### src/sv/hist2d_pkg.sv
// Shared types, codes and default constants for the 2D histogram block.
package hist2d_pkg;

	// Fixed field widths
	localparam int unsigned EDGE_W    = 32;
	localparam int unsigned BIN_CNT_W = 7;
	localparam int unsigned IDX_OUT_W = 6;
	localparam int unsigned OUT_CNT_W = 32;
	localparam int unsigned CFG_IDX_W = 3;
	localparam int unsigned CFG_DATA_W = 32;

	// Parameter defaults
	localparam int unsigned MAX_X_BINS_DEF  = 64;
	localparam int unsigned MAX_Y_BINS_DEF  = 64;
	localparam int unsigned COUNT_WIDTH_DEF = 32;

	// Register reset values
	localparam logic signed [EDGE_W-1:0] LOW_EDGE_RST  = 32'sd0;
	localparam logic signed [EDGE_W-1:0] HIGH_EDGE_RST = 32'sd65536;
	localparam logic [BIN_CNT_W-1:0]     BIN_CNT_RST   = 7'd64;

	// Request codes
	localparam logic REQ_FILL = 1'b0;
	localparam logic REQ_READ = 1'b1;

	// Configuration register indexes
	typedef enum logic [CFG_IDX_W-1:0] {
		REG_X_LOW_EDGE  = 3'd0,
		REG_X_HIGH_EDGE = 3'd1,
		REG_X_BIN_COUNT = 3'd2,
		REG_Y_LOW_EDGE  = 3'd3,
		REG_Y_HIGH_EDGE = 3'd4,
		REG_Y_BIN_COUNT = 3'd5
	} cfg_reg_t;

	// Controller states
	typedef enum logic [2:0] {
		ST_CLEAR,
		ST_IDLE,
		ST_PREP,
		ST_DIV,
		ST_RD,
		ST_FIN
	} state_t;

	// Controller to datapath commands
	typedef struct packed {
		logic clr;
		logic load;
		logic prep;
		logic div_step;
		logic mem_rd;
		logic finish;
	} cmd_t;

	// Datapath to controller status
	typedef struct packed {
		logic is_read;
		logic clr_last;
		logic div_last;
		logic out_free;
	} sts_t;

	// Commands into one axis lane
	typedef struct packed {
		logic load;
		logic prep;
		logic step_en;
	} lane_cmd_t;

endpackage

### src/sv/hist2d_ctrl.sv
// Controller state machine sequencing clear, classify, divide and bin update.
module hist2d_ctrl (
	input  logic             clk,
	input  logic             arst_n,
	input  logic             in_valid,
	output logic             in_stall,
	input  hist2d_pkg::sts_t sts,
	output hist2d_pkg::cmd_t cmd
);

	hist2d_pkg::state_t state_q;
	hist2d_pkg::state_t state_nxt;

	// State register
	always_ff @(posedge clk or negedge arst_n) begin
		if (!arst_n) begin
			state_q <= hist2d_pkg::ST_CLEAR;
		end else begin
			state_q <= state_nxt;
		end
	end

	// Next state
	always_comb begin
		state_nxt = state_q;
		unique case (state_q)
			hist2d_pkg::ST_CLEAR: begin
				if (sts.clr_last) state_nxt = hist2d_pkg::ST_IDLE;
			end
			hist2d_pkg::ST_IDLE: begin
				if (in_valid) state_nxt = hist2d_pkg::ST_PREP;
			end
			hist2d_pkg::ST_PREP: begin
				state_nxt = sts.is_read ? hist2d_pkg::ST_RD : hist2d_pkg::ST_DIV;
			end
			hist2d_pkg::ST_DIV: begin
				if (sts.div_last) state_nxt = hist2d_pkg::ST_RD;
			end
			hist2d_pkg::ST_RD: begin
				state_nxt = hist2d_pkg::ST_FIN;
			end
			hist2d_pkg::ST_FIN: begin
				if (sts.out_free) state_nxt = hist2d_pkg::ST_IDLE;
			end
			default: state_nxt = hist2d_pkg::ST_IDLE;
		endcase
	end

	// Outputs
	always_comb begin
		in_stall     = (state_q != hist2d_pkg::ST_IDLE);
		cmd.clr      = (state_q == hist2d_pkg::ST_CLEAR);
		cmd.load     = (state_q == hist2d_pkg::ST_IDLE) && in_valid;
		cmd.prep     = (state_q == hist2d_pkg::ST_PREP);
		cmd.div_step = (state_q == hist2d_pkg::ST_DIV);
		cmd.mem_rd   = (state_q == hist2d_pkg::ST_RD);
		cmd.finish   = (state_q == hist2d_pkg::ST_FIN) && sts.out_free;
	end

`ifndef ASSERT_OFF
	// An accepted transaction goes straight to classification
	a_accept_to_prep: assert property (@(posedge clk) disable iff (!arst_n)
		(in_valid && !in_stall) |=> (state_q == hist2d_pkg::ST_PREP))
		else $error("accepted transaction did not enter classify");

	// A result is never loaded over one that is still held
	a_finish_free: assert property (@(posedge clk) disable iff (!arst_n)
		cmd.finish |-> sts.out_free)
		else $error("result register overwritten while stalled");
`endif

endmodule

### config.mk
export PLATFORM = sky130hd
export DESIGN_NAME = hist2d_ctrl
export DESIGN_NICKNAME = d
export VERILOG_FILES = /design/src/sv/hist2d_pkg.sv /design/src/sv/hist2d_ctrl.sv
export SDC_FILE = /design/constraint.sdc
export NUM_CORES = 1
export LEC_CHECK = 0
export ABC_AREA = 1
export BUFFER_PORTS_ARGS = -buffer_cell sky130_fd_sc_hd__clkbuf_2
export CORE_AREA = 2 2 39 41
export CTS_CLUSTER_SIZE = 10
export DETAILED_ROUTE_END_ITERATION = 7
export DIE_AREA = 0 0 41 43
export GPL_ROUTABILITY_DRIVEN = 1
export GPL_TIMING_DRIVEN = 1
export HOLD_SLACK_MARGIN = 0.06
export SYNTH_ARGS = -nofsm -noshare
export SYNTH_HDL_FRONTEND = slang
export SYNTH_SLANG_ARGS = --single-unit
### constraint.sdc
create_clock -name clk -period 1.1 [get_ports clk]
set_clock_uncertainty 0.15 [all_clocks]
set_input_delay 0.22 -clock clk [delete_from_list [all_inputs] [get_ports clk]]
set_output_delay 0.22 -clock clk [all_outputs]
set_load 0.01 [all_outputs]
==> impl_metrics.yaml, run 1 <==
status:
  status: "complete, but fails checks"
  violations: "setup timing"
floorplan:
  start_util: 0.186
  chipHeight_microns: 43
  pin_count: 14
  core_region_area_sq_um: 1380
  rows: 14
  dieArea_sq_um: 1760
  die_w_microns: 41
grt:
  grt_pass1_wl_mm: 1.44
  grt_overflow_total: 0
  grt_pass1_vias: 356
  antenna_found_initial: 0
  grt_max_degree: 6
  track_usage: 0.125
yosys:
  syn_inst: 43
  netlist_area_sq_um: 258
  synth.area.top_cells: "dfrtp_1 (29%), nand2_1 (20%), inv_1 (10%)"
  yosysUniqueCellTypes: 12
  ys_seq_area_frac: 0.291
  yosysWarnings: 0
  synth_top_area_cell: "dfrtp_1"
  synth-seq-cells: 3
  yosysTopAreaCellShare: 0.291
  synth_nets: 50
  syn_area_per_cell_sq_um: 5.99
worst_setup_path:
  critPathCaptureType: "output port"
  arrival_ns: 1.16
  start_kind: "register"
  cp_max_fo: 5
  cp.required_ns: 0.73
  critPathKind: "reg2out"
power:
  p_total_mw: 1.52
  p_leak_nw: 0.317
  ir_drop_mv: 0.895
  pwr_density_cell_nw_per_um2: 2710
timing:
  slew_headroom: 0.862
  tns_ns: -3.82
  finalSetupViolCount: 10
  tightest_slew_ns: 0.207
  grt_setup_unrepaired: "true"
  max_freq_mhz: 655
  drv_slew: 0
  period_share: 1.39
  setup_ws_ns: -0.426
  period_minus_slack_ns: 1.53
  hold_viol_final: 0
final_layout:
  largest_reg_flops: 3
  nets: 81
  area_growth_pct: 118
  regMostFlops: "state_q"
  utilization: 0.407
  fillers: 149
  reg_top3: "state_q (3)"
  stdcell_area_sq_um: 563
  drive_above_1_share: 0.671
  num_antenna_cells: 0
cts:
  clkTransAtPathRegs_ns: 0.04
  insertion_delay_ns: 0.24
  cts_made_buffers: 3
  clock_tree.buffer_depth: 2
  cts-htree-levels: 1
  cts_tree: "yes"
  cts_root_buf: "clkbuf_4"
  clock-sinks: 3
run:
  maxCapViolations: 0
hold_path:
  hp-class: "in2reg"
drt:
  vias: 368
  vias_per_cell: 4.13
  detail_route.wl_per_cell_microns: 10.2
  routed_wl_microns: 910
  detail-route-antenna-nets: 0
  dr.pass1.iters: 3
  route.detailed.drc: 0
  drtIter0Drc: 3
placement:
  dpl_worst_slack_ns: -0.197
  finalWeightedCongestion: 0.852
  dp_hpwl_microns: 596
  port_buffers: 13
  placed_cell_area_sq_um: 423
synthesized netlist by cell type:
master / instances
nand2_2: 2
nor3_2: 1
inv_1: 7
o21ai_1: 1
inv_2: 3
nor2_1: 4
nand2_1: 14
nor4_1: 1
nor2_2: 3
dfrtp_1: 3
nand3_2: 1
nand3_1: 3
logic make-up after synthesis:
| group | share of synthesized area |
|---|---|
| compound gates | 0.0194 |
| buf+inv | 0.146 |
| flops | 0.291 |
| simple gates | 0.544 |
worst paths after layout:
path                       startpoint         end  slack [ns]  cells after the start
setup / recovery           state_q[1]      cmd[0]       -0.43                      2
hold / removal                 sts[1]  state_q[1]        0.11                      4
setup reg to reg           state_q[0]  state_q[0]       -0.38                      8
hold reg to reg            state_q[0]  state_q[0]        0.46                      2
max in group asynchronous      arst_n  state_q[2]        0.48                      2
min in group asynchronous      arst_n  state_q[1]        0.18                      2
routing by layer:
| metal | wire length [microns] | part of all wire | vias to the layer above | global-route usage |
|---|---|---|---|---|
| met4 | 13 | 0.014 | 0 | 0.0800 |
| li1 | - | - | 189 | - |
| met1 | 321 | 0.35 | 166 | 0.136 |
| met5 | 0 | 0 | - | 0 |
| met2 | 522 | 0.57 | 11 | 0.200 |
| met3 | 52 | 0.057 | 2 | 0.0314 |
area by class of cell:
cell class	count	area (sq um)	share of cell area
Clock buffer	4	26.3	0.0467
Inverter	10	42.5	0.0756
Multi-Input combinational cell	30	214	0.380
Sequential cell	3	78.8	0.140
Tap cell	16	20.0	0.0356
Timing Repair Buffer	26	181	0.322
placed cells by master, fill, tap and decap left out:
cell,Yosys,layout
buf_2,0,4
buf_4,0,11
buf_6,0,3
clkbuf_1,0,1
clkbuf_2,0,7
clkbuf_4,0,3
dfrtp_2,0,3
dlygate4sd3_1,0,1
inv_1,7,5
inv_2,3,3
inv_4,0,2
nand2_1,14,11
nand2_2,2,3
nand2_4,0,2
nand3_1,3,3
nand3_2,1,1
nor2_1,4,2
nor2_4,0,5
nor3_4,0,1
nor4_4,0,1
o21ai_1,1,1
where the power goes:
part	switching [mW]	internal [mW]
Clock	0.0622	0.136
Sequential	0.116	0.168
Combinational	0.522	0.519
Total	0.700	0.823
through the flow:
stage / hold WS (ns) / instances
floorplan: -0.226 / 43
global placement: -0.129 / 76
detailed placement: -0.126 / 76
CTS: 0.109 / 85
global route: 0.131 / 89
finish: 0.106 / 89
worst max-delay path, cell delays in order, from the launching register on:
cell     delay [ns]
dfrtp_2        0.48
nor4_4         0.28
buf_2          0.16
what timing repair did:
action | CTS | global route
hold buffers | 1 | 0
setup endpoints to repair | 10 | 10
endpoints found under the hold margin | 3 | 0
pin swaps | 5 | 7
resized for setup | 2 | 16
buffers inserted | 4 | 4
(Power assumes the default switching activity.)
==> run 2: changes to the inputs <==
PLACE_DENSITY = 0.51   (was default)
==> impl_metrics.yaml, run 2 (synthesized netlist as in run 1, its figures left out) <==
worst_setup_path:
  critical_path.max_stage_delay_ns: 0.47
  critPathCaptureType: "output port"
  cp_max_fo: 5
  start_kind: "register"
  critical_path_buf_inv_count: 1
  path_cells: "nor4_4 > buf_2"
  critPathKind: "reg2out"
  cpMaxStageDelayCell: "dfrtp_2"
  critPathTopFamily: "flip-flops"
  cp.required_ns: 0.73
  arrival_ns: 1.13
floorplan:
  die_w_microns: 41
  rows: 14
  dieArea_sq_um: 1760
  core_region_area_sq_um: 1380
  start_util: 0.186
  pin_count: 14
  chipHeight_microns: 43
power:
  pwr_density_cell_nw_per_um2: 2610
  ir_drop_mv: 1.31
  p_leak_nw: 0.299
placement:
  dp_hpwl_microns: 579
  port_buffers: 13
  dpl_worst_slack_ns: -0.195
  placed_cell_area_sq_um: 430
  finalWeightedCongestion: 0.643
final_layout:
  nets: 79
  final_common_cell: "nand2_1"
  utilization: 0.400
  fillers: 164
  area_growth_pct: 115
  num_antenna_cells: 0
  reg_top3: "state_q (3)"
  regMostFlops: "state_q"
  stdcell_area_sq_um: 553
  register_area_sq_um: 78.8
  final_cell_mix: "nand2_1 (11), buf_4 (10), clkbuf_2 (7)"
  largest_reg_flops: 3
  multi_input_area_sq_um: 216
  drive_above_1_share: 0.690
timing:
  period_share: 1.36
  slew_headroom: 0.874
  hold_viol_final: 0
  max_freq_mhz: 666
  setup_ws_ns: -0.401
  tightest_slew_ns: 0.189
  drv_slew: 0
  finalHoldWorstSlack_ns: 0.161
  finalSetupViolCount: 10
  grt_setup_unrepaired: "true"
  period_minus_slack_ns: 1.50
hold_path:
  hp-class: "in2async"
grt:
  grt_pass1_vias: 312
  track_usage: 0.106
  grt_max_degree: 6
  antenna_found_initial: 0
  grt_pass1_wl_mm: 1.20
  grt_overflow_total: 0
status:
  violations: "setup timing"
  status: "complete, but fails checks"
run:
  maxCapViolations: 0
drt:
  detail-route-antenna-nets: 0
  drtIter0Drc: 3
  vias: 331
  routed_wl_microns: 716
  detail_route.wl_per_cell_microns: 8.23
  vias_per_cell: 3.80
  dr.pass1.iters: 4
  route.detailed.drc: 0
cts:
  cts_made_buffers: 3
  cts_tree: "yes"
  clock_tree.buffer_depth: 2
  cts_root_buf: "clkbuf_4"
  clkTransAtPathRegs_ns: 0.04
  insertion_delay_ns: 0.23
  cts-htree-levels: 1
  clock-sinks: 3
run 2: through the flow:
step / std cells / TNS, ns / power (mW)
after global routing: 87 / -4.11 / 1.59
after detailed placement: 77 / -1.57 / 0.984
after CTS: 86 / -3.55 / 1.37
after global placement: 77 / -1.53 / 0.980
after floorplan: 43 / -0.483 / 0.745
final: 87 / -3.37 / 1.44
run 2: worst reg2reg max path: stages (launching register included):
cell     delay, ns
dfrtp_2       0.46
buf_4         0.15
nand2_2       0.06
nor2_4        0.11
nand2_2       0.07
nand2_2       0.09
nor2_4        0.05
nand2_1       0.06
nand2_1       0.05
run 2: final cells by class:
cell class | count | area share
Inverter | 10 | 0.0769
Sequential cell | 3 | 0.143
Timing Repair Buffer | 24 | 0.305
Tap cell | 16 | 0.0362
Clock buffer | 4 | 0.0475
Multi-Input combinational cell | 30 | 0.391
run 2: timing repair:
action | 4_1_cts | 5_1_grt
hold endpoints to repair | 3 | 0
hold buffers | 1 | 0
setup buffers | 4 | 1
pin swaps | 7 | 5
setup endpoints to repair | 10 | 10
resized for setup | 7 | 11
run 2: path summary, 6_finish.rpt:
path | start | endpoint | slack, ns | cells after the start
max | state_q[1] | cmd[0] | -0.40 | 2
min | arst_n | state_q[2] | 0.16 | 2
max reg2reg | state_q[1] | state_q[1] | -0.25 | 8
min reg2reg | state_q[0] | state_q[0] | 0.49 | 2
max in group asynchronous | arst_n | state_q[0] | 0.52 | 2
min in group clk | sts[3] | state_q[2] | 0.17 | 5
run 2: power breakdown:
part           internal (mW)  total, mW  switching [mW]
logic                  0.484      0.959           0.476
clock network          0.136      0.193          0.0571
registers              0.168      0.289           0.121
total                  0.787       1.44           0.654
run 2: metal layers:
metal | track usage | vias up | part of all wire | wire, microns
met2 | 0.159 | 11 | 0.51 | 365
li1 | - | 184 | - | -
met3 | 0.0314 | 2 | 0.057 | 41
met1 | 0.117 | 134 | 0.41 | 295
met5 | 0 | - | 0 | 0
met4 | 0.0800 | 0 | 0.020 | 14
